==> src/rtl/rgbs_ram.sv <==
module rgbs_ram #(
  parameter int unsigned WIDTH = 16,
  parameter int unsigned DEPTH = 16
) (
  input  logic                     clk_i,
  input  logic                     we_i,
  input  logic [$clog2(DEPTH)-1:0] waddr_i,
  input  logic [WIDTH-1:0]         wdata_i,
  input  logic                     re_i,
  input  logic [$clog2(DEPTH)-1:0] raddr_i,
  output logic [WIDTH-1:0]         rdata_o
);

  logic [WIDTH-1:0] mem_q [DEPTH];
  logic [WIDTH-1:0] rdata_q;

  always_ff @(posedge clk_i) begin
    if (we_i) begin
      mem_q[waddr_i] <= wdata_i;
    end
    if (re_i) begin
      rdata_q <= mem_q[raddr_i];
    end
  end

  assign rdata_o = rdata_q;

endmodule

==> config.mk <==
export PLATFORM = sky130hd
export DESIGN_NAME = rgbs_ram
export DESIGN_NICKNAME = d
export VERILOG_FILES = /design/src/rtl/rgbs_ram.sv
export SDC_FILE = /design/constraint.sdc
export NUM_CORES = 1
export LEC_CHECK = 0
export BUFFER_PORTS_ARGS = -buffer_cell sky130_fd_sc_hd__buf_4
export CORE_MARGIN = 2
export CORE_UTILIZATION = 45
export DETAILED_ROUTE_END_ITERATION = 7
export GPL_TIMING_DRIVEN = 0
export PLACE_DENSITY = 0.63
export SETUP_SLACK_MARGIN = 0.5
export SYNTH_ARGS = -nofsm -noshare
export SYNTH_HDL_FRONTEND = slang
export SYNTH_SLANG_ARGS = --single-unit
==> constraint.sdc <==
create_clock -name clk_i -period 5.9 [get_ports clk_i]
set_clock_uncertainty 0.05 [all_clocks]
set_input_delay 1.18 -clock clk_i [delete_from_list [all_inputs] [get_ports clk_i]]
set_output_delay 1.18 -clock clk_i [all_outputs]
set_load 0.05 [all_outputs]
## Yosys cells after proc, flatten, opt, wreduce, memory -nomap -nowiden

Memories as Yosys holds them, arrays and structs flattened. A register that Yosys moved wholly into a read port is not among the register bits.
Index checks and enable logic that the tools add are counted.

- Memories kept: 1
- Output and inout bits: 16
- Memory bits (writable): 256
- Logic and storage cells: 3
- Flip-flop bits (word level): 0
- Bits of input ports: 27

Memory list:

| name | depth | width | read ports | clocked after Yosys merged registers in | write ports | RTL line | RTL |
|---|---|---|---|---|---|---|---|
| mem_q | 16 | 16 | 1 | 1 | 1 | 14 | `logic [WIDTH-1:0] mem_q [DEPTH];` |

- Muxes and demuxes: 2

Operators by type and width:

| cell | count |
|---|---|
| $mux W1 | 2 |

## Depth between registers and ports, before layout

- Depth in word-level cells: 2
- Gate-level depth with buffers: 5
- Mapped depth without buffers: 3

## Worst setup path before layout

OpenSTA, ideal clock, no wires.

- Kind: input to register
- Start point: input port waddr_i[2]
- End point: memory mem_q[0][0] (enable)
- Path buffers: 0
- Cell stages on the path: 2
- Library setup time: 0.409 ns
- Arrival time: 2.826 ns
- Setup slack: 2.615 ns
- Data required time: 5.441 ns
- Cell sequence: or3b_2 nor3_1

RTL lines:

| what | RTL line | RTL |
|---|---|---|
| start, declared | 7 | `input logic [$clog2(DEPTH)-1:0] waddr_i,` |
| end, declared | 14 |  |

No word-level cell before the write port.

==> out/qor.txt <==
number of vias per cell: 5.76
startpoint types: input pin
yosys warns: 0
max_cap viols: 0
Syn Area/Cell: 23.6 um2
hold crit path type: reg -> reg
Netlist cell types: 18
Slew @ Worst Pin: 0.916 ns
dominant synthesized flop cell: edfxtp_1
share of cells above drive strength 1: 0.323
routed length per instance: 25.7 um
peak supply drop: 0.242 mV
WL met1: 9.46 mm
die area: 23900 um2
CP peak stage delay: 0.68 ns
Power Dens Cells: 333 nW/um2
Leak Pwr: 0.00388 uW
Worst setup EP type: register
setup TNS: 0 ns
CP max FO: 10
Core ar.: 22400 um2
largest net degree at the start of global routing: 17
Synth area leader: edfxtp_1
initial core utilization: 0.455
post-route clock period utilization: 0.459
die height: 155 um
Layout area overhead: 17.5%
hpwl dp: 13.7 mm
WS Path Type: in -> reg
DR WL met2: 10.0 mm
Worst EP required: 6.11 ns
WP data arrival: 2.92 ns
CTS hold repair buffers: 0
ANT cells: 0
CP max-delay cell: buf_1
Multi-input gate area: 1960 um2
synthesized instance count: 432
GRT Total Usage: 0.181
Final nets: 548
mapped cell area: 10200 um2
Synth Net Count: 459
highest routed metal layer: met4
FF+latch count, synth: 272
port bufs: 40
vias in the first global route: 5001
status: completed
number of flops mapped to enable cells by yosys: 272
CP top delay family: buffers and inverters
final hold slack: 0.709 ns
# fillers: 1710
Synth top area share: 0.800
die width: 155 um
Final Setup Violations: 0
Initial DRC Count: 490
register area share after synthesis: 0.800
Post-CTS Repair Setup Buffers: 0
first-pass GRT wire length: 31.2 mm
Post-CTS Resized: 0
Area contributors post-synth: edfxtp_1 (80%), mux4_2 (12%), mux4_1 (2.6%)
CP bufs+invs: 2
root buf cell: clkbuf_16
ys async rst share: 0
Achievable Freq: 0.369 GHz
Rows: 55
I/O pins: 43
CTS tree: yes
Overflow after GRT: 0
number of CTS-inserted buffers: 29
initial antenna violation count: 0
minimum clock period: 2.71 ns
worst-skew pair later-pin latency: 0.53 ns
DRC: 0
Pre-antenna DRT Iters: 5
CP cell instances: buf_2, buf_1, mux4_2, a22oi_1, nand2_1
Place WS: 2.62 ns
Max Root-Sink Buffers: 3
FF/Latch Area: 8170 um2
Sink Count: 272
final-report hold violation count: 0
Detailed Route WL: 21.2 mm
metal3 WL: 1.28 mm
Clk pin slew, worst setup/hold paths: 0.06 ns
H-tree depth: 1
RSZ-0062 raised after global routing: false
count of pins over their slew limit: 0
RD Place Congestion: 0.722
Routed Antenna Nets: 0
post-route setup slack: 3.19 ns
slew margin rel.: 0.386
vias: 4744
[cell usage after synthesis (3+ instances only)]
cell type and number:
edfxtp_1 272, mux4_2 54, nor2_1 13, buf_4 3
a22oi_1 32, buf_2 3, buf_6 4, nand2_1 17
clkbuf_1 8, mux4_1 10, buf_1 3, nor3_1 4
[logic make-up after synthesis]
family | synth area share
buffers and inverters | 0.0121
flip-flops | 0.800
AND/OR/NAND/NOR | 0.0189
multiplexers | 0.145
AO/OA/AOI/OAI | 0.0235
[cells in the final DEF, fill, tap and decap left out]
master | netlist | layout
clkinv_2 | 0 | 6
buf_6 | 4 | 7
nor2b_1 | 2 | 2
nand3b_1 | 2 | 2
mux4_1 | 10 | 10
buf_1 | 3 | 3
nand3_1 | 1 | 1
buf_4 | 3 | 43
buf_8 | 0 | 14
a22oi_1 | 32 | 32
nand2b_1 | 2 | 2
buf_16 | 0 | 1
buf_2 | 3 | 3
nand2_1 | 17 | 17
nor2_2 | 0 | 12
clkinv_1 | 0 | 8
mux4_2 | 54 | 54
or3b_2 | 1 | 1
nor3_2 | 0 | 4
clkbuf_16 | 0 | 29
nor2_1 | 13 | 1
edfxtp_1 | 272 | 272
clkbuf_1 | 8 | 14
and2_1 | 1 | 1
[path summary, 6_finish.rpt]
path / start / to / slack (ns) / depth (start not counted)
hold reg to reg: mem_q[14][9] / rdata_o[9] / 0.71 / 3
setup reg to reg: mem_q[2][10] / rdata_o[10] / 4.35 / 3
hold / removal: mem_q[14][9] / rdata_o[9] / 0.71 / 3
setup / recovery: raddr_i[1] / rdata_o[8] / 3.19 / 5
[state kept, by name (all words and copies together), names as in the netlist]
signal,flops
mem_q,256
rdata_o,16
[power by group]
part / leakage, uW / switching, uW / internal, uW
clock network: 0.000400 / 677 / 889
logic: 0.00101 / 147 / 93.0
registers: 0.00247 / 10.4 / 2180
total: 0.00388 / 834 / 3160
[per-layer routing]
metal  GRT usage  vias to the layer above
li1            -                     2036
met1       0.266                     2512
met2       0.290                      160
met3      0.0280                       36
met4      0.0476                        0
met5           0                        -
[worst min-delay path, cell delays in order, from the launching register on]
cell and delay, ns:
edfxtp_1 0.31, mux4_2 0.22, a22oi_1 0.06, nand2_1 0.07
[stage by stage]
| step | total power, uW | util | instance area [um2] | instances |
|---|---|---|---|---|
| 2_1_floorplan | 2370 | - | 10200 | 432 |
| 3_3_place_gp | 2450 | 0.484 | 10900 | 757 |
| 3_5_place_dp | 2470 | 0.498 | 11200 | 775 |
| 4_1_cts | 4020 | 0.534 | 12000 | 824 |
| 5_1_grt | 4120 | 0.534 | 12000 | 824 |
| 6_report | 3990 | 0.534 | 12000 | 824 |
[final cells by class]
type,count,area share
buffer,21,0.0103
clock buffer,35,0.0624
clock inverter,14,0.00501
multi-input combinational,139,0.164
sequential,272,0.681
tap,285,0.0297
timing repair buffer,58,0.0477
No activity file was read; power rests on OpenSTA's default activity.
