<file path="config.mk">
export PLATFORM = sky130hd
export DESIGN_NAME = rgbs_chan
export DESIGN_NICKNAME = d
export VERILOG_FILES = /design/src/rtl/rgbs_pkg.sv /design/src/rtl/rgbs_chan.sv
export SDC_FILE = /design/constraint.sdc
export NUM_CORES = 2
export LEC_CHECK = 0
export CAP_MARGIN = 20
export CORE_AREA = 2 2 405 407
export DETAILED_ROUTE_END_ITERATION = 16
export DIE_AREA = 0 0 407 409
export DONT_BUFFER_PORTS = 1
export PLACE_DENSITY = 0.69
export SLEW_MARGIN = 15
export SYNTH_ARGS = -nofsm -noshare
export SYNTH_HDL_FRONTEND = slang
export SYNTH_SLANG_ARGS = --single-unit
</file>
<file path="constraint.sdc">
create_clock -name clk_i -period 10.7 [get_ports clk_i]
set_input_delay 0 -clock clk_i [delete_from_list [all_inputs] [get_ports clk_i]]
set_output_delay 0 -clock clk_i [all_outputs]
set_load 0.02 [all_outputs]
</file>
<file path="src/rtl/rgbs_pkg.sv">
package rgbs_pkg;

  localparam int unsigned PIXEL_INDEX_W       = 19;
  localparam int unsigned SAMPLE_W            = 8;
  localparam int unsigned MEAN_W              = 16;
  localparam int unsigned VAR_W               = 24;
  localparam int unsigned ALPHA_W             = 16;
  localparam int unsigned THRESH_W            = 4;
  localparam int unsigned CFG_DATA_W          = 16;
  localparam int unsigned CFG_IDX_W           = 1;
  localparam int unsigned NUM_CHAN            = 3;
  localparam int unsigned PIXEL_ADDR_BITS_DEF = 19;

  // Pipeline: stage 0 issues the store read, load of stage STG_WB commits the update.
  localparam int unsigned NUM_STAGES = 7;
  localparam int unsigned STG_WB     = 4;

  localparam logic [ALPHA_W-1:0]  ALPHA_RESET  = 16'd328;
  localparam logic [THRESH_W-1:0] THRESH_RESET = 4'd3;

  typedef enum logic [CFG_IDX_W-1:0] {
    CFG_ALPHA  = 1'b0,
    CFG_THRESH = 1'b1
  } cfg_reg_e;

  typedef struct packed {
    logic [PIXEL_INDEX_W-1:0] pixel_index;
    logic [SAMPLE_W-1:0]      red;
    logic [SAMPLE_W-1:0]      green;
    logic [SAMPLE_W-1:0]      blue;
    logic                     first_frame;
  } pix_in_t;

  typedef struct packed {
    logic                fg_red;
    logic                fg_green;
    logic                fg_blue;
    logic [SAMPLE_W-1:0] bg_red;
    logic [SAMPLE_W-1:0] bg_green;
    logic [SAMPLE_W-1:0] bg_blue;
  } pix_out_t;

  typedef struct packed {
    logic [NUM_STAGES-1:0] load;
    logic                  first_wb;
  } pipe_ctl_t;

endpackage

</file>
<file path="src/rtl/rgbs_chan.sv">
module rgbs_chan
  import rgbs_pkg::*;
(
  input  logic                clk_i,
  input  pipe_ctl_t           ctl_i,
  input  logic [ALPHA_W-1:0]  alpha_i,
  input  logic [THRESH_W-1:0] thresh_i,
  input  logic [SAMPLE_W-1:0] sample_i,
  input  logic [MEAN_W-1:0]   mean_rd_i,
  input  logic [VAR_W-1:0]    var_rd_i,
  output logic [MEAN_W-1:0]   mean_wr_o,
  output logic [VAR_W-1:0]    var_wr_o,
  output logic                fg_o,
  output logic [SAMPLE_W-1:0] bg_o
);

  logic [SAMPLE_W-1:0]   smp0_q, smp1_q, smp2_q, smp3_q, smp4_q;
  logic [MEAN_W-1:0]     m1_q, m2_q, m4_q;
  logic [VAR_W-1:0]      v1_q, v2_q, v4_q;
  logic [MEAN_W-1:0]     d1_q;
  logic [VAR_W-1:0]      d2_q;
  logic [39:0]           pa_q;
  logic [40:0]           pb_q;
  logic [31:0]           pc_q;
  logic [32:0]           pd_q;
  logic [MEAN_W-1:0]     e5_q;
  logic [31:0]           kkv5_q;
  logic [SAMPLE_W-1:0]   bg5_q, bg6_q;
  logic                  fg6_q;

  logic [MEAN_W-1:0]     s0, s2, s3, s4;
  logic [MEAN_W-1:0]     d1_d;
  logic [31:0]           dd;
  logic [ALPHA_W:0]      na;
  logic [41:0]           vsum;
  logic [33:0]           msum;
  logic [VAR_W-1:0]      v_new;
  logic [MEAN_W-1:0]     m_new;
  logic [MEAN_W-1:0]     e_d;
  logic [7:0]            kk;
  logic [MEAN_W:0]       mrnd;
  logic [SAMPLE_W-1:0]   bg_d;
  logic [31:0]           ee;

  always_comb begin
    s0   = {smp0_q, 8'h00};
    s2   = {smp2_q, 8'h00};
    s3   = {smp3_q, 8'h00};
    s4   = {smp4_q, 8'h00};
    d1_d = (s0 >= mean_rd_i) ? (s0 - mean_rd_i) : (mean_rd_i - s0);
    dd   = d1_q * d1_q;
    na   = 17'h10000 - {1'b0, alpha_i};
    vsum = {2'b00, pa_q} + {1'b0, pb_q} + 42'd32768;
    msum = {2'b00, pc_q} + {1'b0, pd_q} + 34'd32768;
    if (ctl_i.first_wb) begin
      v_new = '0;
      m_new = s3;
    end else begin
      v_new = (vsum[41:40] != 2'b00) ? {VAR_W{1'b1}} : vsum[39:16];
      m_new = (msum[33:32] != 2'b00) ? {MEAN_W{1'b1}} : msum[31:16];
    end
    e_d  = (s4 >= m4_q) ? (s4 - m4_q) : (m4_q - s4);
    kk   = {4'h0, thresh_i} * {4'h0, thresh_i};
    mrnd = {1'b0, m4_q} + 17'd128;
    bg_d = mrnd[MEAN_W] ? {SAMPLE_W{1'b1}} : mrnd[MEAN_W-1:8];
    ee   = e5_q * e5_q;
  end

  always_ff @(posedge clk_i) begin
    if (ctl_i.load[0]) begin
      smp0_q <= sample_i;
    end
    if (ctl_i.load[1]) begin
      smp1_q <= smp0_q;
      m1_q   <= mean_rd_i;
      v1_q   <= var_rd_i;
      d1_q   <= d1_d;
    end
    if (ctl_i.load[2]) begin
      smp2_q <= smp1_q;
      m2_q   <= m1_q;
      v2_q   <= v1_q;
      d2_q   <= dd[31:8];
    end
    if (ctl_i.load[3]) begin
      smp3_q <= smp2_q;
      pa_q   <= alpha_i * d2_q;
      pb_q   <= na * v2_q;
      pc_q   <= alpha_i * s2;
      pd_q   <= na * m2_q;
    end
    if (ctl_i.load[4]) begin
      smp4_q <= smp3_q;
      m4_q   <= m_new;
      v4_q   <= v_new;
    end
    if (ctl_i.load[5]) begin
      e5_q   <= e_d;
      kkv5_q <= kk * v4_q;
      bg5_q  <= bg_d;
    end
    if (ctl_i.load[6]) begin
      fg6_q <= ({8'h00, ee} > {kkv5_q, 8'h00});
      bg6_q <= bg5_q;
    end
  end

  assign mean_wr_o = m_new;
  assign var_wr_o  = v_new;
  assign fg_o      = fg6_q;
  assign bg_o      = bg6_q;

endmodule

</file>
== Word-level counts from Yosys, hierarchy flattened ==
Cells that the tools add are included.

* $lt $le $gt $ge: 3
* Reduce and logical (&&, ||, !) cells: 2
* $mul: 8
* Add/sub/neg operators: 10
* Muxes and demuxes: 6

{| class="wikitable"
|+ Operators with widths
! cell !! count
|-
| $mul A16 B16 Y32 || 2
|-
| $mux W16 || 4
|-
| $sub A16 B16 Y16 || 4
|-
| $mux W24 || 2
|-
| $add A40 B41 Y42 || 1
|-
| $add A42 B16 Y42 const B || 1
|-
| $mul A17 B24 Y41 || 1
|-
| $gt A32 B40 Y1 || 1
|-
| $mul A16 B24 Y40 || 1
|-
| $add A32 B33 Y34 || 1
|-
| $add A34 B16 Y34 const B || 1
|-
| $mul A17 B16 Y33 || 1
|-
| $ge A16 B16 Y1 || 2
|-
| $mul A8 B24 Y32 || 1
|-
| $mul A16 B8 Y24 || 1
|-
| $add A16 B8 Y17 const B || 1
|-
| $sub A17 B16 Y17 const A || 1
|-
| $mul A4 B4 Y8 || 1
|-
| $reduce_bool A2 Y1 || 2
|}

* Register bits: 403
* Word-level logic and storage cells: 51
* Output and inout bits: 49

== Logic depth before layout (Yosys ltp) ==
* Depth in word-level cells: 5
* Depth in mapped cells: 33
* Mapped depth without buffers: 32

== Worst setup path after synthesis ==
OpenSTA, ideal clock, no wires.

* Kind: input-to-reg
* From: in alpha_i[0]
* To: reg pd_q[32] (data pin)
* Arrival: 7.695 ns
* Library setup time: 0.260 ns
* Required time: 10.440 ns
* Stages: 32
* Slack: 2.745 ns
* Path through: buf_2 buf_1 inv_1 ha_1 nand3b_1 or4_1 xor2_1 clkbuf_1 nand2_1 fa_1 inv_1 fa_1 inv_1 fa_1 inv_1 fa_1 inv_1 fa_1 inv_1 fa_1 ha_1 a21o_1 a21o_1 a221oi_1 nand2_1 o22ai_1 o311ai_0 a32o_1 a311o_1 a21oi_1 o21bai_1 xnor2_1

* Longest elaborated chain between the ends: 2

{| class="wikitable"
|+ Ends and longest elaborated chain
! what !! line !! RTL
|-
| start, declared || rgbs_chan.sv:6 || <nowiki>input logic [ALPHA_W-1:0] alpha_i,</nowiki>
|-
| $sub A17 B16 Y17 || rgbs_chan.sv:52 || <nowiki>na = 17'h10000 - {1'b0, alpha_i};</nowiki>
|-
| $mul A17 B16 Y33 || rgbs_chan.sv:90 || <nowiki>pd_q <= na * m2_q;</nowiki>
|-
| end signal, assigned || rgbs_chan.sv:90 ||
|-
| end, declared || rgbs_chan.sv:25 || <nowiki>logic [32:0] pd_q;</nowiki>
|}

No other way between the ends.
A chain may end at the register's enable or synchronous reset.

== Final worst setup path ==
* From: reg e5_q[8]
* To: reg fg6_q (netlist: fg_o) (data pin)

* Longest elaborated chain between the ends: 2

{| class="wikitable"
|+ Ends and longest elaborated chain
! what !! line !! RTL
|-
| start, declared || rgbs_chan.sv:26 || <nowiki>logic [MEAN_W-1:0] e5_q;</nowiki>
|-
| start signal, assigned || rgbs_chan.sv:98 || <nowiki>e5_q <= e_d;</nowiki>
|-
| $mul A16 B16 Y32 || rgbs_chan.sv:66 || <nowiki>ee = e5_q * e5_q;</nowiki>
|-
| $gt A32 B40 Y1 || rgbs_chan.sv:103 || <nowiki>fg6_q <= ({8'h00, ee} > {kkv5_q, 8'h00});</nowiki>
|-
| end signal, assigned || rgbs_chan.sv:103 ||
|-
| end, declared || rgbs_chan.sv:29 || <nowiki>logic fg6_q;</nowiki>
|}

No other way between the ends.

==> run metrics <==
nets 9879; endpoints failing hold 0; share of cells above drive strength 1 between 2 and 2.5%; CTS sink cnt 394; area leader, netlist fa_1; Final Worst Setup Slack 2220 ps; mapped cell area between 0.07 and 0.08 mm^2; max-slew violation count 0; Post-synth EDFFs about 400; CP Data Arrival Time 8850 ps; DRC Markers 0; CTS Buf Count a little under 50; Final Critical Period approximately 8500 ps; DR pass1 iterations 6; Ports 126; Netlist cell types 70; Area Growth Syn to Fin 6.66%; crit-path max FO 14; final core utilization 48.8%; CTS tree done; overall routing resource usage about 23%; Max stage delay on crit path around 670 ps; first-pass GRT wire length around 300 mm; Worst Hold Launch ctl_i[0]; Final HPWL DP between 100 and 150 mm; Post-Synthesis Net Count roughly 10000; worst r2r path cells 30; crit path kind register to register; critical path buffer and inverter count 7; ratio of final minimum period to clock period 79.3%; Starting Density roughly 46%; top cells by area, synth fa_1, edfxtp_1, ha_1; Yosys top cell area share a little under two fifths; R2R Path Start e5_q[8]; Seq/Total Area, Yosys between 15 and 20%; RSZ-0062 raised after global routing false; Clock transition at path regs roughly 60 ps; status finished, final reports clean; Final GP Congestion between 0.9 and 1; CP dominant cell by count inv_1; via count between 50000 and 60000; core area roughly 0.16 mm^2; # resized after CTS 0; Finish-stage setup viols 0; Critical Path RT 11070 ps; cell family with most CP delay adder cells; Worst Hold Path Cells 4; Max transition margin between 10% and 20%; total negative slack 0 ps; die height just over 400 um; Mapped Cells ~7700; CTS H-tree depth 2; CTS Hold Bufs 98; Avg WL per Cell roughly 19 um; critical path endpoint category register; Post-Route WL 185 mm; Initial DRC Count 3214; setup repair bufs after CTS 0; syn avg cell area 9.61 um^2; main flop type after synthesis edfxtp_1; max cap viols 0; Yosys warning count 0; vias per std cell roughly 5.3; Fmax ~120 MHz; vias in the first global route roughly 56000; clk_lat worst skew 640 ps; Hold Path Sink m4_q[13]; CP Launch Type register; largest net degree at the start of global routing roughly 140; post-route ant nets 0; die width around 410 um; Rows around 150; Worst-Margin Slew around 1200 ps; ys async rst share 0%; Layout Skew around 34 ps; synthesized flop and latch total approximately 390; clk root buf clkbuf_16; # fillers between 10000 and 15000; die area ~0.17 mm^2; number of I/O port buffers 0; Longest Clk Path Bufs 3; Hold WC Path Type input pin to register; worst r2r dst fg_o; total gr overflow 0; initial antenna violation count 9; Post-Place Setup Slack between 2000 and 2500 ps; R2R Setup Slk roughly 2200 ps; slowest CP cell edfxtp_1
[synth_stat cells (24+ instances only)]
cell type	number
edfxtp_1	394
nor2b_1	68
ha_1	829
nor3_1	66
and3_1	35
o21a_1	40
a21oi_1	247
nand2b_1	39
o21bai_1	36
clkbuf_1	276
fa_1	1360
o21ai_0	87
inv_1	1738
nand3_1	50
nor2_1	175
a31oi_1	25
a21o_1	96
nand2_1	1061
and2_1	578
xnor2_1	202
xor2_1	80
nand4_1	24
[cell families (layout without fill, tap and decap cells)]
| family | Yosys count | count (layout) | synth area share, % |
|---|---|---|---|
| simple gates | 2144 | 2144 | 13.8 |
| mux | 13 | 13 | 0.186 |
| xor+xnor | 282 | 282 | 3.33 |
| compound gates | 661 | 661 | 5.72 |
| buf+inv | 2028 | 1969 | 10.3 |
| fa+ha+maj | 2189 | 2189 | 50.7 |
| flops | 394 | 394 | 16.0 |
| other cells | 0 | 4 | 0 |
[flip-flops by register name (all words and copies together), names as in the netlist]
name	count
pa_q	40
d1_q	15
pd_q	25
m4_q	16
d2_q	24
v4_q	24
smp3_q	8
smp1_q	8
smp4_q	8
kkv5_q	32
smp0_q	8
bg_o	8
pb_q	41
bg5_q	8
e5_q	16
v2_q	24
m2_q	16
v1_q	24
pc_q	24
smp2_q	8
fg_o	1
m1_q	16
[area by class of cell]
| class | instances | area, um^2 | share of cell area, % |
|---|---|---|---|
| antenna | 4 | 10.0 | 0.0127 |
| clock buffer | 53 | 1260 | 1.60 |
| clock inverter | 37 | 487 | 0.616 |
| inverter | 1738 | 6520 | 8.26 |
| multi-input combinational | 5289 | 54800 | 69.3 |
| sequential | 394 | 11800 | 15.0 |
| tap | 2175 | 2720 | 3.44 |
| timing repair buffer | 141 | 1390 | 1.76 |
[cell usage in the layout, fill, tap and decap left out, types with 12 or more instances in the layout]
| master | count |
|---|---|
| nand2b_1 | 39 |
| a31oi_1 | 25 |
| a21o_1 | 96 |
| o21ai_0 | 87 |
| and3_1 | 35 |
| xor2_1 | 77 |
| nor4_1 | 12 |
| xnor2_1 | 191 |
| dlygate4sd3_1 | 92 |
| clkbuf_16 | 50 |
| nor2b_1 | 67 |
| a21oi_1 | 246 |
| and2_1 | 578 |
| nand4_1 | 24 |
| ha_1 | 829 |
| a211oi_1 | 20 |
| nor3_1 | 65 |
| fa_1 | 1359 |
| nand3_1 | 50 |
| nor2_1 | 175 |
| inv_1 | 1738 |
| o21a_1 | 40 |
| o21bai_1 | 36 |
| buf_4 | 41 |
| nand2_1 | 1061 |
| or2_2 | 13 |
| edfxtp_1 | 394 |
[stage by stage]
stage          hold WS [ps]  instance area, um^2  instances
4_1_cts                3.46                79000       9825
2_1_floorplan          98.9                74100       7711
3_5_place_dp           98.9                76200       9637
5_1_grt                20.9                79000       9830
3_3_place_gp           98.9                76200       9635
6_report               29.8                79000       9831
[per-layer routing]
layer / GRT usage (%) / vias to the layer above / part of all wire (%)
li1: - / 23400 / -
met2: 38.6 / 1686 / 48
met5: 0 / - / 0
met3: 4.26 / 297 / 7.6
met4: 7.71 / 0 / 3.5
met1: 29.9 / 26300 / 41
[how the worst max path moves through the flow]
stage / from / endpoint / slack, ps / cells after the start
detailed placement: alpha_i[0] / pd_q[32] / 2230 / 28
finish: e5_q[8] / fg_o / 2220 / 30
global placement: alpha_i[0] / pd_q[32] / 2320 / 28
floorplan: alpha_i[0] / pd_q[32] / 2750 / 32
global route: e5_q[8] / fg_o / 1610 / 30
CTS: e5_q[1] / fg_o / 2250 / 29
[worst reg2reg max path: cells and delay by family, from the launching register on]
kind                       cells  cell delay [ps]
adders and majority gates      8             3690
DFF                            1              670
buffers and inverters          7              410
AOI/OAI and AO/OA              7             1920
xor gates and xnor gates       1              120
and+or+nand+nor                7             1430
Power is not shown: default switching activity piles up to over one toggle a cycle in this logic, so the estimate is an artifact.
