==> src/rtl/rgbs_pkg.sv <==
package rgbs_pkg;

  localparam int unsigned PIXEL_INDEX_W       = 19;
  localparam int unsigned SAMPLE_W            = 8;
  localparam int unsigned MEAN_W              = 16;
  localparam int unsigned VAR_W               = 24;
  localparam int unsigned ALPHA_W             = 16;
  localparam int unsigned THRESH_W            = 4;
  localparam int unsigned CFG_DATA_W          = 16;
  localparam int unsigned CFG_IDX_W           = 1;
  localparam int unsigned NUM_CHAN            = 3;
  localparam int unsigned PIXEL_ADDR_BITS_DEF = 19;

  // Pipeline: stage 0 issues the store read, load of stage STG_WB commits the update.
  localparam int unsigned NUM_STAGES = 7;
  localparam int unsigned STG_WB     = 4;

  localparam logic [ALPHA_W-1:0]  ALPHA_RESET  = 16'd328;
  localparam logic [THRESH_W-1:0] THRESH_RESET = 4'd3;

  typedef enum logic [CFG_IDX_W-1:0] {
    CFG_ALPHA  = 1'b0,
    CFG_THRESH = 1'b1
  } cfg_reg_e;

  typedef struct packed {
    logic [PIXEL_INDEX_W-1:0] pixel_index;
    logic [SAMPLE_W-1:0]      red;
    logic [SAMPLE_W-1:0]      green;
    logic [SAMPLE_W-1:0]      blue;
    logic                     first_frame;
  } pix_in_t;

  typedef struct packed {
    logic                fg_red;
    logic                fg_green;
    logic                fg_blue;
    logic [SAMPLE_W-1:0] bg_red;
    logic [SAMPLE_W-1:0] bg_green;
    logic [SAMPLE_W-1:0] bg_blue;
  } pix_out_t;

  typedef struct packed {
    logic [NUM_STAGES-1:0] load;
    logic                  first_wb;
  } pipe_ctl_t;

endpackage

==> src/rtl/rgbs_ctrl.sv <==
module rgbs_ctrl
  import rgbs_pkg::*;
#(
  parameter int unsigned ADDR_BITS = PIXEL_ADDR_BITS_DEF
) (
  input  logic                 clk_i,
  input  logic                 rst_ni,
  input  logic                 in_valid_i,
  input  logic                 in_first_i,
  input  logic [ADDR_BITS-1:0] in_addr_i,
  output logic                 in_ready_o,
  output logic                 out_valid_o,
  input  logic                 out_ready_i,
  output pipe_ctl_t            ctl_o,
  output logic [ADDR_BITS-1:0] wr_addr_o
);

  logic [NUM_STAGES-1:0] vld_q, vld_d;
  logic [NUM_STAGES-1:0] rdy;
  logic [NUM_STAGES-1:0] src;
  logic [NUM_STAGES-1:0] load;
  logic                  hazard;
  logic [ADDR_BITS-1:0]  idx_q   [STG_WB];
  logic [STG_WB-1:0]     first_q;

  always_comb begin
    rdy[NUM_STAGES-1] = !vld_q[NUM_STAGES-1] || out_ready_i;
    for (int k = NUM_STAGES - 2; k >= 0; k--) begin
      rdy[k] = !vld_q[k] || rdy[k+1];
    end
    // hold a pixel whose statistics are still in flight
    hazard = 1'b0;
    for (int k = 0; k < STG_WB; k++) begin
      if (vld_q[k] && (idx_q[k] == in_addr_i)) begin
        hazard = 1'b1;
      end
    end
    hazard = hazard && !in_first_i;
    src[0] = in_valid_i && !hazard;
    for (int k = 1; k < NUM_STAGES; k++) begin
      src[k] = vld_q[k-1];
    end
    for (int k = 0; k < NUM_STAGES; k++) begin
      load[k]  = rdy[k] && src[k];
      vld_d[k] = rdy[k] ? src[k] : vld_q[k];
    end
  end

  always_ff @(posedge clk_i or negedge rst_ni) begin
    if (!rst_ni) begin
      vld_q <= '0;
    end else begin
      vld_q <= vld_d;
    end
  end

  always_ff @(posedge clk_i) begin
    if (load[0]) begin
      idx_q[0]   <= in_addr_i;
      first_q[0] <= in_first_i;
    end
    for (int k = 1; k < STG_WB; k++) begin
      if (load[k]) begin
        idx_q[k]   <= idx_q[k-1];
        first_q[k] <= first_q[k-1];
      end
    end
  end

  assign in_ready_o     = rdy[0] && !hazard;
  assign out_valid_o    = vld_q[NUM_STAGES-1];
  assign ctl_o.load     = load;
  assign ctl_o.first_wb = first_q[STG_WB-1];
  assign wr_addr_o      = idx_q[STG_WB-1];

`ifndef ASSERT_OFF
  a_no_raw_1: assert property (@(posedge clk_i) disable iff (!rst_ni)
    (vld_q[0] && !first_q[0] && vld_q[1]) |-> (idx_q[0] != idx_q[1]))
    else $error("read overlaps unwritten update one stage ahead");
  a_no_raw_2: assert property (@(posedge clk_i) disable iff (!rst_ni)
    (vld_q[0] && !first_q[0] && vld_q[2]) |-> (idx_q[0] != idx_q[2]))
    else $error("read overlaps unwritten update two stages ahead");
  a_no_raw_3: assert property (@(posedge clk_i) disable iff (!rst_ni)
    (vld_q[0] && !first_q[0] && vld_q[3]) |-> (idx_q[0] != idx_q[3]))
    else $error("read overlaps unwritten update three stages ahead");
`endif

endmodule

==> config.mk <==
export PLATFORM = sky130hd
export DESIGN_NAME = rgbs_ctrl
export DESIGN_NICKNAME = d
export VERILOG_FILES = /design/src/rtl/rgbs_pkg.sv /design/src/rtl/rgbs_ctrl.sv
export SDC_FILE = /design/constraint.sdc
export NUM_CORES = 1
export LEC_CHECK = 0
export ABC_AREA = 1
export BUFFER_PORTS_ARGS = -buffer_cell sky130_fd_sc_hd__buf_2
export CAP_MARGIN = 20
export CORE_UTILIZATION = 45
export CTS_BUF_LIST = sky130_fd_sc_hd__clkbuf_4 sky130_fd_sc_hd__clkbuf_8 sky130_fd_sc_hd__clkbuf_16
export DETAILED_ROUTE_END_ITERATION = 8
export SYNTH_ARGS = -nofsm -noshare
export SYNTH_HDL_FRONTEND = slang
export SYNTH_SLANG_ARGS = --single-unit
==> constraint.sdc <==
create_clock -name clk_i -period 4.5 [get_ports clk_i]
set_clock_uncertainty 0.2 [all_clocks]
set_input_delay 0.45 -clock clk_i [delete_from_list [all_inputs] [get_ports clk_i]]
set_output_delay 0.45 -clock clk_i [all_outputs]
set_load 0.01 [all_outputs]
Word-level counts from Yosys, hierarchy flattened
Memory sizes are Yosys's and may differ from the RTL's. Cells that the tools add are included.

Bits of input ports: 24. Memories kept: 1. Flip-flop bits (word level): 11. Word-level logic and storage cells: 58. RAM bits: 76. Output and inout bits: 29.

Memory list: idx_q (words 4, width 19, rd ports 4, clocked after memory_dff 0, write ports 4, line rgbs_ctrl.sv:23) `logic [ADDR_BITS-1:0] idx_q [STG_WB];`.

Eq/ne operators: 4. Reduce and logical (&&, ||, !) cells: 30. Mux-type cells: 12.

Operators by type and width (number): equality test 19 bit (4); logical AND 1 bit (14); 2-to-1 mux 1 bit (12); logical NOT 1 bit (9); logical OR 1 bit (7).

Logic depth before layout (Yosys ltp)
Gate-level depths: netlist of run 1.

Word-level depth: 12. Gate-level depth with buffers: 12. Depth with buffers taken out: 12.

Worst setup path before layout of run 1
Ideal clock, no wire load.

Path kind: input to output. Start: input in_addr_i[8]. End: output ctl_o[1] in the netlist's numbering. Buffers on the path: 0. Slack: 1.748 ns. Cell stages on the path: 9. Arrival: 2.102 ns. Cell sequence: inv_2 -> or2_1 -> nand3_2 -> nor2_1 -> nand3_1 -> nand2_1 -> nor2_2 -> o21bai_2 -> nor2_1.

RTL lines: start: declaration (line rgbs_ctrl.sv:10) `input logic [ADDR_BITS-1:0] in_addr_i,`; end: declaration (line rgbs_ctrl.sv:14) `output pipe_ctl_t ctl_o,`.

==> results of run 1 <==
## path summary, 6_finish.rpt
path / cells after the start / end / start
worst max-delay path: 12 / ctl_o[1] / idx_q[0][4]$_DFFE_PP_
worst min-delay path: 1 / first_q[0]$_DFFE_PP_ / in_first_i
worst max register to register: 12 / idx_q[0][0]$_DFFE_PP_ / idx_q[0][4]$_DFFE_PP_
worst min register to register: 0 / first_q[1]$_DFFE_PP_ / first_q[0]$_DFFE_PP_
max in group asynchronous: 2 / vld_q[3]$_DFFE_PN0P_ / rst_ni
min in group asynchronous: 2 / vld_q[5]$_DFFE_PN0P_ / rst_ni
## cell type report
type | count | area, sq um | area share [%]
tap | 108 | 135 | 2.87
clock buffer | 11 | 145 | 3.09
sequential | 87 | 2580 | 54.8
inverter | 74 | 278 | 5.91
multi-input combinational | 277 | 1210 | 25.7
timing repair buffer | 57 | 300 | 6.39
clock inverter | 5 | 57.6 | 1.22
## kinds of logic (layout without fill, tap and decap cells)
logic type             count (synthesis)  in the layout  synth area share [%]
AO/OA/AOI/OAI                         25             25                  3.30
XOR/XNOR                              11             11                  2.37
buffers and inverters                 75            147                  7.02
flip-flops                            87             87                  63.4
AND/OR/NAND/NOR                      241            241                  23.9
## placed cells by master, fill, tap and decap left out
master | Yosys | routed
sky130_fd_sc_hd__clkbuf_4 | 0 | 1
sky130_fd_sc_hd__clkbuf_8 | 0 | 10
sky130_fd_sc_hd__o21ai_0 | 7 | 7
sky130_fd_sc_hd__edfxtp_1 | 80 | 80
sky130_fd_sc_hd__nor3_1 | 1 | 1
sky130_fd_sc_hd__buf_4 | 1 | 4
sky130_fd_sc_hd__dfrtp_1 | 7 | 7
sky130_fd_sc_hd__dlygate4sd3_1 | 0 | 1
sky130_fd_sc_hd__nor2_1 | 50 | 48
sky130_fd_sc_hd__xor2_1 | 3 | 3
sky130_fd_sc_hd__o21bai_1 | 1 | 1
sky130_fd_sc_hd__nor2_4 | 2 | 2
sky130_fd_sc_hd__nand2_1 | 169 | 169
sky130_fd_sc_hd__nand4_1 | 1 | 1
sky130_fd_sc_hd__clkinv_4 | 0 | 2
sky130_fd_sc_hd__a21oi_2 | 0 | 1
sky130_fd_sc_hd__nand3_1 | 5 | 5
sky130_fd_sc_hd__nor2_2 | 6 | 8
sky130_fd_sc_hd__o21ai_1 | 15 | 15
sky130_fd_sc_hd__xnor2_1 | 8 | 8
sky130_fd_sc_hd__nand3_2 | 2 | 2
sky130_fd_sc_hd__or2_1 | 2 | 2
sky130_fd_sc_hd__inv_2 | 19 | 19
sky130_fd_sc_hd__buf_2 | 0 | 52
sky130_fd_sc_hd__clkinv_2 | 0 | 2
sky130_fd_sc_hd__or2_0 | 1 | 1
sky130_fd_sc_hd__inv_1 | 55 | 55
sky130_fd_sc_hd__bufinv_16 | 0 | 1
sky130_fd_sc_hd__o21bai_2 | 1 | 1
sky130_fd_sc_hd__nand2_2 | 2 | 2
## power groups by stage
| stage | logic [mW] | clock network (mW) | registers, mW |
|---|---|---|---|
| global placement | 0.379 | 0 | 1.10 |
| global route | 0.423 | 0.603 | 1.11 |
| finish | 0.377 | 0.565 | 1.09 |
| detailed placement | 0.380 | 0 | 1.11 |
| CTS | 0.382 | 0.577 | 1.09 |
| floorplan | 0.209 | 0 | 1.10 |
## registers in the layout, indices dropped and copies added, names as in the netlist
signal / flops
first_q: 4
idx_q: 76
vld_q: 7
## what timing repair did
item	4_1_cts	5_1_grt
endpoints found under the hold margin	7	0
endpoints found under the setup margin	0	0
hold buffers	1	0
## layer usage
metal | up-vias | wire length [microns]
met5 | - | 0
li1 | 1501 | -
met1 | 1392 | 4410
met2 | 86 | 4600
met3 | 16 | 511
met4 | 0 | 185
## stage by stage
stage / std cells / area, sq um
floorplan: 439 / 4060
global placement: 602 / 4490
detailed placement: 602 / 4490
CTS: 619 / 4700
global route: 619 / 4700
finish: 619 / 4700
==> metrics.md, run 1 <==
| Metric | Value |
|---|---|
| Status | completed |
| Most used standard cells in the synthesized netlist | sky130_fd_sc_hd__nand2_1 (169), sky130_fd_sc_hd__edfxtp_1 (80), sky130_fd_sc_hd__inv_1 (55) |
| Worst reg2reg setup slack | 1.97 ns |
| Clk buf depth | 2 |
| Syn Std Cell Area | between 4000 and 5000 sq um |
| Highest clock rate | ~350 MHz |
| Number of antenna repair diodes | 0 |
| Cell variety after synth | 23 |
| Part of the total power dissipated in sequential elements | 53.7% |
| Final Max Tran Viols | 0 |
| Total number of vias | between 2000 and 3000 |
| Total chip power | 2.03 mW |
| Logic gate share of total power | a little under a fifth |
| Met3 track demand over resource in global routing | 4.26% |
| Share of the core filled with cells in the final layout | between 50% and 60% |
| Via count of the first global-routing pass | 2951 |
| Effective utilization at floorplan | 46.6% |
| Die area | about 9400 sq um |
| Clock tree from TritonCTS | yes |
| Critical path startpoint category | flop |
| Sequential cell area fraction in the yosys report | 63.4% |
| Clock transition at path regs | 0.09 ns |
| Clock latency on the worst-skew pair | between 0.3 and 0.4 ns |
| Last weighted congestion value of the routability-driven placer | roughly 0.82 |
| Leak | approximately 2.2 nW |
| Min-Delay Path Class | input pin to flop |
| Post-layout min period | between 2 and 3 ns |
| Pwr/cell area | between 400 and 500 nW/um^2 |
| # rows | 34 |
| Total internal power | roughly 1.4 mW |
| Aggregate negative setup slack | 0 ns |
| Worst slew margin relative to its limit | ~39% |
| Gate count of the mapped netlist | 439 |
| Clock buffers created by TritonCTS | 9 |
| CP bufs+invs | 2 |
| Crit Path Category | flop to primary output |
| Met1 usage | approximately 30% |
| Setup repair after global routing missed its margin | false |
| Syn Area/Cell | roughly 9 sq um |
| Final nets | 530 |
| Data required time of the critical path | roughly 3.9 ns |
| Post-route antenna net violation count | 0 |
| Worst Hold Margin | 0.117 ns |
| Yosys warning total | 0 |
| Maximum fanout count along the critical path | 8 |
| Initial detailed-routing violation count | ~120 |
| Global-route wire length before repair | 15.5 mm |
| Sinks on Clock Net | 87 |
| Routed len/inst | roughly 16 microns |
| Async SR Flop Fraction | a little over 8% |
| Largest vdd supply drop | about 0.23 mV |
| Total grt overflow | 0 |
| CP max stage delay | 0.43 ns |
| Horizontal die dimension | about 97 microns |
| Routed via count divided by cell count | 4.84 |
| Fraction of post-synthesis cell area in the top cell type by area | roughly 60% |
| Initial antenna violation count | 0 |
| DRC viols | 0 |
| Synth area leader | sky130_fd_sc_hd__edfxtp_1 |
| Layout cells sized above 1 | between 20% and 30% |
| Number of maximum-capacitance constraint violations | 0 |
| Fraction of power spent switching nets | approximately 30% |
| Largest cells by area after synthesis | sky130_fd_sc_hd__edfxtp_1 (59%), sky130_fd_sc_hd__nand2_1 (16%), sky130_fd_sc_hd__inv_1 (5.1%) |
| Worst slew pin tran | 0.919 ns |
| Count of flip-flops with a built-in enable after synthesis | 80 |
| Final hold violations | 0 |
| Slowest cell on the critical path | sky130_fd_sc_hd__edfxtp_1 |
| Buffer count from post-CTS setup fixing | 0 |
| Most Frequent Cell on Critical Path | sky130_fd_sc_hd__nand2_1 |
| Final setup margin | 1.63 ns |
| Clock Root Buffer | sky130_fd_sc_hd__clkbuf_8 |
| Setup Slack @ Placement | approximately 1.8 ns |
| Grt peak-use layer | met2 |
| CP endpoint kind | primary output |
| Number of nets produced by synthesis | about 460 |
| Core ar. | approximately 8700 sq um |
| Filler Cells Inserted | 796 |
| Routed wire length | roughly 9.7 mm |
| Post-synth top flop | sky130_fd_sc_hd__edfxtp_1 |
| Final-report setup violation count | 0 |
| GR Util met2 | a little over a third |
| Count of H-tree levels built during CTS | 3 |
| Gate family responsible for the most delay along the worst path | simple AND/OR/NAND/NOR gates |
| Arrival time at the worst endpoint | about 2.2 ns |
| List of cells traversed by the critical path | inv_1 > nand2_1 > o21ai_1 > nor2_1 > nand2_1 > nor2_1 > nand3_2 > nand2_1 > nor2_2 > o21bai_2 > nor2_2 > buf_2 |
| Pin count of the biggest net entering global routing | 22 |
| I/O pin total | between 50 and 60 |
| Port bufs | 52 |
| Detailed-routing iteration count for the pre-antenna-repair pass | 5 |
| HPWL after DPL | approximately 7.1 mm |
| Chip Height | roughly 97 microns |
| Final Cycle Share | 63.9% |
| Top-count cell post-synth | sky130_fd_sc_hd__nand2_1 |
| Resized cells post-CTS | 0 |
| Number of flip-flops and latches in the synthesized netlist | slightly below 90 |
| Global-route usage over all layers | a little over a fifth |
| Layout Area Growth over Synthesis | 15.7% |
| Clock network fraction of design power | 27.8% |
| NetSw | between 0.6 and 0.7 mW |
(Power assumes the default switching activity.)
==> run 2: changes to the inputs <==
- ABC_AREA: 1 -> 0
- PLACE_DENSITY: default -> 0.65
- clock period: 4.5 -> 2.8 ns (I/O delays scaled with it)
==> run 2 against run 1 <==
Compared with the run above:
- critical path depth shrank 5
- register-to-register slack lost 1.6 ns
- worst setup slack lost 1.5 ns
- largest power group unchanged
==> metrics.md, run 2 <==
| Metric | Value |
|---|---|
| Largest cells by area after synthesis | sky130_fd_sc_hd__edfxtp_1 (67%), sky130_fd_sc_hd__xor2_1 (12%), sky130_fd_sc_hd__xnor2_1 (6.8%) |
| CP endpoint kind | primary output |
| Async SR Flop Fraction | under 10% |
| Worst reg2reg startpoint | idx_q[1][14]$_DFFE_PP_ |
| Highest clock rate | around 380 MHz |
| Count of flip-flops with a built-in enable after synthesis | 80 |
| Crit Path Category | flop to primary output |
| Cell area after layout | 4410 sq um |
| Synth area leader | sky130_fd_sc_hd__edfxtp_1 |
| Critical path startpoint category | flop |
| Gate count of the mapped netlist | 217 |
| Post-layout min period | between 2 and 3 ns |
| Die area | 8330 sq um |
| Cell Area, Placed | 4050 sq um |
| CP max stage delay | slightly above 0.4 ns |
| Final-report setup violation count | 0 |
| Count of H-tree levels built during CTS | 3 |
| Number of nets produced by synthesis | between 200 and 250 |
| Clock transition at path regs | approximately 0.09 ns |
| Min-Delay Path Class | input pin to flop |
| Startpoint of the lowest-slack hold path | in_addr_i[9] |
| Met3 track demand over resource in global routing | 4.27% |
| Clock buffers created by TritonCTS | 9 |
| Total number of vias | a little over 2000 |
| Initial antenna violation count | 0 |
| Most common cell after layout, fill and taps aside | sky130_fd_sc_hd__edfxtp_1 |
| Number of antenna repair diodes | 0 |
| Share of the core filled with cells in the final layout | 57.0% |
| Layout Area Growth over Synthesis | 22.9% |
| Worst slew margin relative to its limit | between 40% and 50% |
| Final Cycle Share | ~95% |
| Via count of the first global-routing pass | between 2000 and 2500 |
| Fraction of post-synthesis cell area in the top cell type by area | 67.0% |
| Global-route usage over all layers | around a fifth |
| Final hold violations | 0 |
| Worst slew pin tran | between 0.8 and 0.9 ns |
| Total grt overflow | 0 |
| Arrival time at the worst endpoint | 2.18 ns |
| Placed cell count | 378 |
| Slowest cell on the critical path | sky130_fd_sc_hd__edfxtp_1 |
| Data required time of the critical path | approximately 2.3 ns |
| Top-count cell post-synth | sky130_fd_sc_hd__edfxtp_1 |
| Final nets | between 300 and 400 |
| Pin count of the biggest net entering global routing | 16 |
| Maximum fanout count along the critical path | 3 |
| Chip Height | between 90 and 100 microns |
| Yosys warning total | 0 |
| Layout cells sized above 1 | 29.3% |
| Largest vdd supply drop | 0.336 mV |
| Number of maximum-capacitance constraint violations | 0 |
| Final Max Tran Viols | 0 |
| Post-synth top flop | sky130_fd_sc_hd__edfxtp_1 |
| Filler-free cell count of the finished design | 406 |
| Most used standard cells in the synthesized netlist | sky130_fd_sc_hd__edfxtp_1 (80), sky130_fd_sc_hd__xor2_1 (48), sky130_fd_sc_hd__xnor2_1 (28) |
| Port bufs | 52 |
| Worst Hold Margin | 0.0145 ns |
| Clock tree from TritonCTS | yes |
| Largest registers | idx_q x76, vld_q x7, first_q x4 |
| Syn Area/Cell | around 17 sq um |
| Leak | about 1.6 nW |
| Clk buf depth | 2 |
| Critical path startpoint | idx_q[0][17]$_DFFE_PP_ |
| Initial detailed-routing violation count | 127 |
| Final setup margin | 0.139 ns |
| Sinks on Clock Net | 87 |
| Sequential cell area fraction in the yosys report | 71.9% |
| Detailed-routing iteration count for the pre-antenna-repair pass | 4 |
| Met1 usage | between 20% and 30% |
| Routed len/inst | 18.8 microns |
| Routed wire length | around 7.6 mm |
| DRC viols | 0 |
| HPWL after DPL | between 5 and 6 mm |
| Clock latency on the worst-skew pair | approximately 0.36 ns |
| Most used cells in the layout excluding fill and tap cells | sky130_fd_sc_hd__edfxtp_1 (80), sky130_fd_sc_hd__buf_2 (52), sky130_fd_sc_hd__xor2_1 (48) |
| Pwr/cell area | 731 nW/um^2 |
| Number of flip-flops and latches in the synthesized netlist | 87 |
| Syn Std Cell Area | between 3000 and 4000 sq um |
| Routed via count divided by cell count | ~5.1 |
| Total chip power | 3.22 mW |
| Setup repair after global routing missed its margin | true |
| # rows | 32 |
| Horizontal die dimension | a little over 90 microns |
| Post-route antenna net violation count | 0 |
| Last weighted congestion value of the routability-driven placer | roughly 0.77 |
| Cell variety after synth | 20 |
| Core ar. | 7730 sq um |
| Clock Root Buffer | sky130_fd_sc_hd__clkbuf_8 |
| Status | completed |
| Global-route wire length before repair | between 10 and 15 mm |
| Number of flip-flops in the largest register | 76 |
| I/O pin total | between 50 and 60 |
| Aggregate negative setup slack | 0 ns |
| Setup Slack @ Placement | -0.112 ns |
| Grt peak-use layer | met2 |
| Effective utilization at floorplan | between 40 and 50% |
| List of cells traversed by the critical path | xor2_1 > nor4_1 > nand4_1 > a41oi_2 > buf_4 > a31oi_1 > buf_2 |
| Register ranked first by flip-flop count | idx_q |
| GR Util met2 | a little under a third |
==> run 2: changes by cell type after synthesis, sizes merged, moves of 2 or more <==
cell and delta:
nand3 -5, xor2 +45, nor2b +3, nand4 +12, inv -73, o21ai -21, o21bai -2, nand2 -168
xnor2 +20, nor2 -53, nand2b +4, and2 +4, nor4 +12
==> run 2: repair_timing <==
action / in CTS / in global routing
setup buffers: 1 / 0
gates cloned: 1 / 0
hold endpoints to repair: 16 / 0
pin swaps: 1 / 0
setup endpoints to repair: 1 / 2
hold buffers: 10 / 0
gates resized for setup: 0 / 3
==> run 2: power by group <==
group | internal (mW) | switching, mW
logic | 0.224 | 0.316
registers | 1.64 | 0.114
clock network | 0.460 | 0.464
total | 2.33 | 0.895
==> run 2: layout make-up <==
type                    count  area, sq um
clock buffers              12          188
clock inverters             4         32.5
fillers                   630         3320
inverters                   1         3.75
multi-input cells         129         1040
flip-flops and latches     87         2580
well taps                 102          128
repair buffers             71          440
==> run 2: worst max-delay path, delay by kind of cell (launching register included) <==
kind	cells	cell delay (ns)
xor gates and xnor gates	1	0.18
and+or+nand+nor	2	0.57
AOI/OAI and AO/OA	2	0.33
buffers and inverters	2	0.33
DFF	1	0.41
==> run 2: kinds of logic (layout without fill, tap and decap cells) <==
family                    count (synthesis)  count (layout)  share of synthesized area [%]
AOI/OAI and AO/OA                         3               3                          0.768
xor gates and xnor gates                 76              76                           18.6
buffers and inverters                     2              88                          0.314
DFF                                      87              87                           71.9
and+or+nand+nor                          49              50                           8.48
==> run 2: metal layers <==
layer / routed length [microns] / vias up / share of wire [%]
li1: - / 965 / -
met1: 3510 / 1045 / 46
met2: 3720 / 54 / 49
met3: 293 / 7 / 3.8
met4: 95 / 0 / 1.2
met5: 0 / - / 0
==> run 2: final timing paths <==
path	to	slack (ns)	depth (start not counted)
worst min-delay path	idx_q[0][9]$_DFFE_PP_	0.01	1
min in group asynchronous	vld_q[2]$_DFFE_PN0P_	0.08	2
worst max register to register	idx_q[0][10]$_DFFE_PP_	0.39	6
max in group asynchronous	vld_q[1]$_DFFE_PN0P_	2.15	2
worst max-delay path	in_ready_o	0.14	7
worst min register to register	first_q[2]$_DFFE_PP_	0.23	0
==> run 3: changes to the inputs <==
- CTS_BUF_LIST: sky130_fd_sc_hd__clkbuf_4 sky130_fd_sc_hd__clkbuf_8 sky130_fd_sc_hd__clkbuf_16 -> sky130_fd_sc_hd__clkbuf_16
- clock period: 2.8 -> 2.9 ns (I/O delays scaled with it)
==> run 3 against run 2 <==
Compared with the run above:
- utilization decreased by 0.11 points
- combinational power decreased by 8.3%
- sequential share of layout area increased by 0.12 points
- wire length decreased by 4.2%
- worst setup slack got worse by 0.075 ns
- power increased by 3.3%
- critical endpoint is now ctl_o[1]
- largest power group unchanged
- highest routed layer unchanged
==> metrics.md, run 3 (synthesized netlist as in run 2, its figures left out) <==
| Metric | Value |
|---|---|
| Status | completed |
| Part of the total power dissipated in sequential elements | between 50% and 60% |
| Min-Delay Path Class | input pin to flop |
| Global-route usage over all layers | 19.0% |
| Routed via count divided by cell count | around 5.0 |
| Number of antenna repair diodes | 0 |
| Count of H-tree levels built during CTS | 3 |
| Critical path startpoint category | flop |
| Filler Cells Inserted | roughly 620 |
| Final-report setup violation count | 0 |
| Setup Slack @ Placement | roughly 0.044 ns |
| Total grt overflow | 0 |
| Pin count of the biggest net entering global routing | 17 |
| CP endpoint kind | primary output |
| Initial antenna violation count | 0 |
| Worst Hold Margin | 0.0316 ns |
| Final setup margin | approximately 0.065 ns |
| Worst slew pin tran | ~0.9 ns |
| Post-route antenna net violation count | 0 |
| Number of maximum-capacitance constraint violations | 0 |
| Final nets | around 320 |
| Maximum fanout count along the critical path | 7 |
| Chip Height | 91.3 microns |
| Core ar. | between 7000 and 8000 sq um |
| Data required time of the critical path | 2.41 ns |
| Multi-input combinational cell area | 1030 sq um |
| Fraction of power spent switching nets | 26.8% |
| Share of the core filled with cells in the final layout | between 50% and 60% |
| Clock Root Buffer | sky130_fd_sc_hd__clkbuf_16 |
| Final Cycle Share | 97.8% |
| DRC viols | 0 |
| Register ranked first by flip-flop count | idx_q |
| Routed len/inst | around 18 microns |
| Combined flip-flop and latch cell area | 2580 sq um |
| Die area | 8330 sq um |
| Sinks on Clock Net | 87 |
| Pwr/cell area | between 700 and 800 nW/um^2 |
| NetSw | around 0.89 mW |
| Most common cell after layout, fill and taps aside | sky130_fd_sc_hd__edfxtp_1 |
| Worst reg2reg setup slack | 0.40 ns |
| Routed wire length | around 7.3 mm |
| Final hold violations | 0 |
| Clock tree from TritonCTS | yes |
| Via count of the first global-routing pass | between 2000 and 2500 |
| Layout Area Growth over Synthesis | 22.7% |
| Global-route wire length before repair | 11.2 mm |
| Arrival time at the worst endpoint | 2.35 ns |
| Setup repair after global routing missed its margin | false |
| HPWL after DPL | between 5 and 6 mm |
| Detailed-routing iteration count for the pre-antenna-repair pass | 5 |
| # rows | 32 |
| Initial detailed-routing violation count | between 100 and 150 |
| Total internal power | ~2.4 mW |
| Total number of vias | around 2000 |
| Total chip power | roughly 3.3 mW |
| Worst slew margin relative to its limit | between 40% and 50% |
| Highest clock rate | 353 MHz |
| Logic gate share of total power | between 10% and 20% |
| Last weighted congestion value of the routability-driven placer | 0.758 |
| Clock latency on the worst-skew pair | 0.34 ns |
| Aggregate negative setup slack | 0 ns |
| Leak | 1.61 nW |
| Clk buf depth | 2 |
| I/O pin total | between 50 and 60 |
| Clock transition at path regs | 0.07 ns |
| Horizontal die dimension | slightly above 90 microns |
| Clock network fraction of design power | roughly 34% |
| Effective utilization at floorplan | 46.4% |
| Most used cells in the layout excluding fill and tap cells | sky130_fd_sc_hd__edfxtp_1 (80), sky130_fd_sc_hd__buf_2 (52), sky130_fd_sc_hd__xor2_1 (48) |
| Port bufs | 52 |
| Final Max Tran Viols | 0 |
| Layout cells sized above 1 | 29.9% |
| Number of flip-flops in the largest register | between 70 and 80 |
| Post-layout min period | 2.84 ns |
| Clock buffers created by TritonCTS | 9 |
| Largest registers | idx_q x76, vld_q x7, first_q x4 |
| Largest vdd supply drop | 0.404 mV |
| Crit Path Category | flop to primary output |
-- run 3: cell types whose count changed in the layout (fill, tap and decap cells not counted), sizes merged --
cell and delta:
inv +3, buf +2, dlygate4sd3 -8, clkinvlp -2
clkinv +1, clkbuf -2
-- run 3: power by group through the flow --
stage          Sequential (mW)  Clock, mW  Combinational (mW)
2_1_floorplan             1.73          0               0.243
3_3_place_gp              1.72          0               0.485
3_5_place_dp              1.73          0               0.483
4_1_cts                   1.70       1.15               0.492
5_1_grt                   1.72       1.19               0.536
6_report                  1.70       1.14               0.495
-- run 3: final cells by class --
| type | instances | area share, % |
|---|---|---|
| clock buffer | 10 | 5.69 |
| clock inverter | 6 | 1.08 |
| inverter | 1 | 0.0853 |
| multi-input combinational | 129 | 23.4 |
| sequential | 87 | 58.6 |
| tap | 102 | 2.90 |
| timing repair buffer | 65 | 8.25 |
-- run 3: critical path, stage by stage (launching register included) --
cell                       delay [ns]
sky130_fd_sc_hd__edfxtp_1        0.42
sky130_fd_sc_hd__xor2_1          0.19
sky130_fd_sc_hd__nor4_1          0.43
sky130_fd_sc_hd__nand4_1         0.22
sky130_fd_sc_hd__a41oi_2         0.36
sky130_fd_sc_hd__nor3b_4         0.07
sky130_fd_sc_hd__buf_4           0.17
sky130_fd_sc_hd__buf_2           0.14
-- run 3: stage by stage --
stage          cells  area (sq um)
2_1_floorplan    217          3590
3_3_place_gp     376          4030
3_5_place_dp     376          4030
4_1_cts          395          4360
5_1_grt          400          4400
6_report         400          4400
-- run 3: repair_timing --
item	in CTS	in global routing
endpoints found under the hold margin	8	0
hold buffers	2	0
gates resized for setup	0	1
setup buffers	0	5
pin swaps	1	1
setup endpoints to repair	1	2
cloned	1	0
-- run 3: path summary, 6_finish.rpt --
kind / start / to / cells after the start
worst min-delay path: in_addr_i[13] / idx_q[0][13]$_DFFE_PP_ / 1
min in group asynchronous: rst_ni / vld_q[4]$_DFFE_PN0P_ / 2
worst max-delay path: idx_q[3][2]$_DFFE_PP_ / ctl_o[1] / 7
max in group asynchronous: rst_ni / vld_q[3]$_DFFE_PN0P_ / 2
worst min register to register: first_q[2]$_DFFE_PP_ / first_q[3]$_DFFE_PP_ / 0
worst max register to register: idx_q[3][2]$_DFFE_PP_ / idx_q[0][12]$_DFFE_PP_ / 5
-- run 3: metal layers --
layer,GRT usage (%),vias up,part of all wire (%)
met5,0,-,0
met2,30.1,55,49
met4,7.54,0,1.3
li1,-,955,-
met3,4.02,10,4.3
met1,25.7,986,46
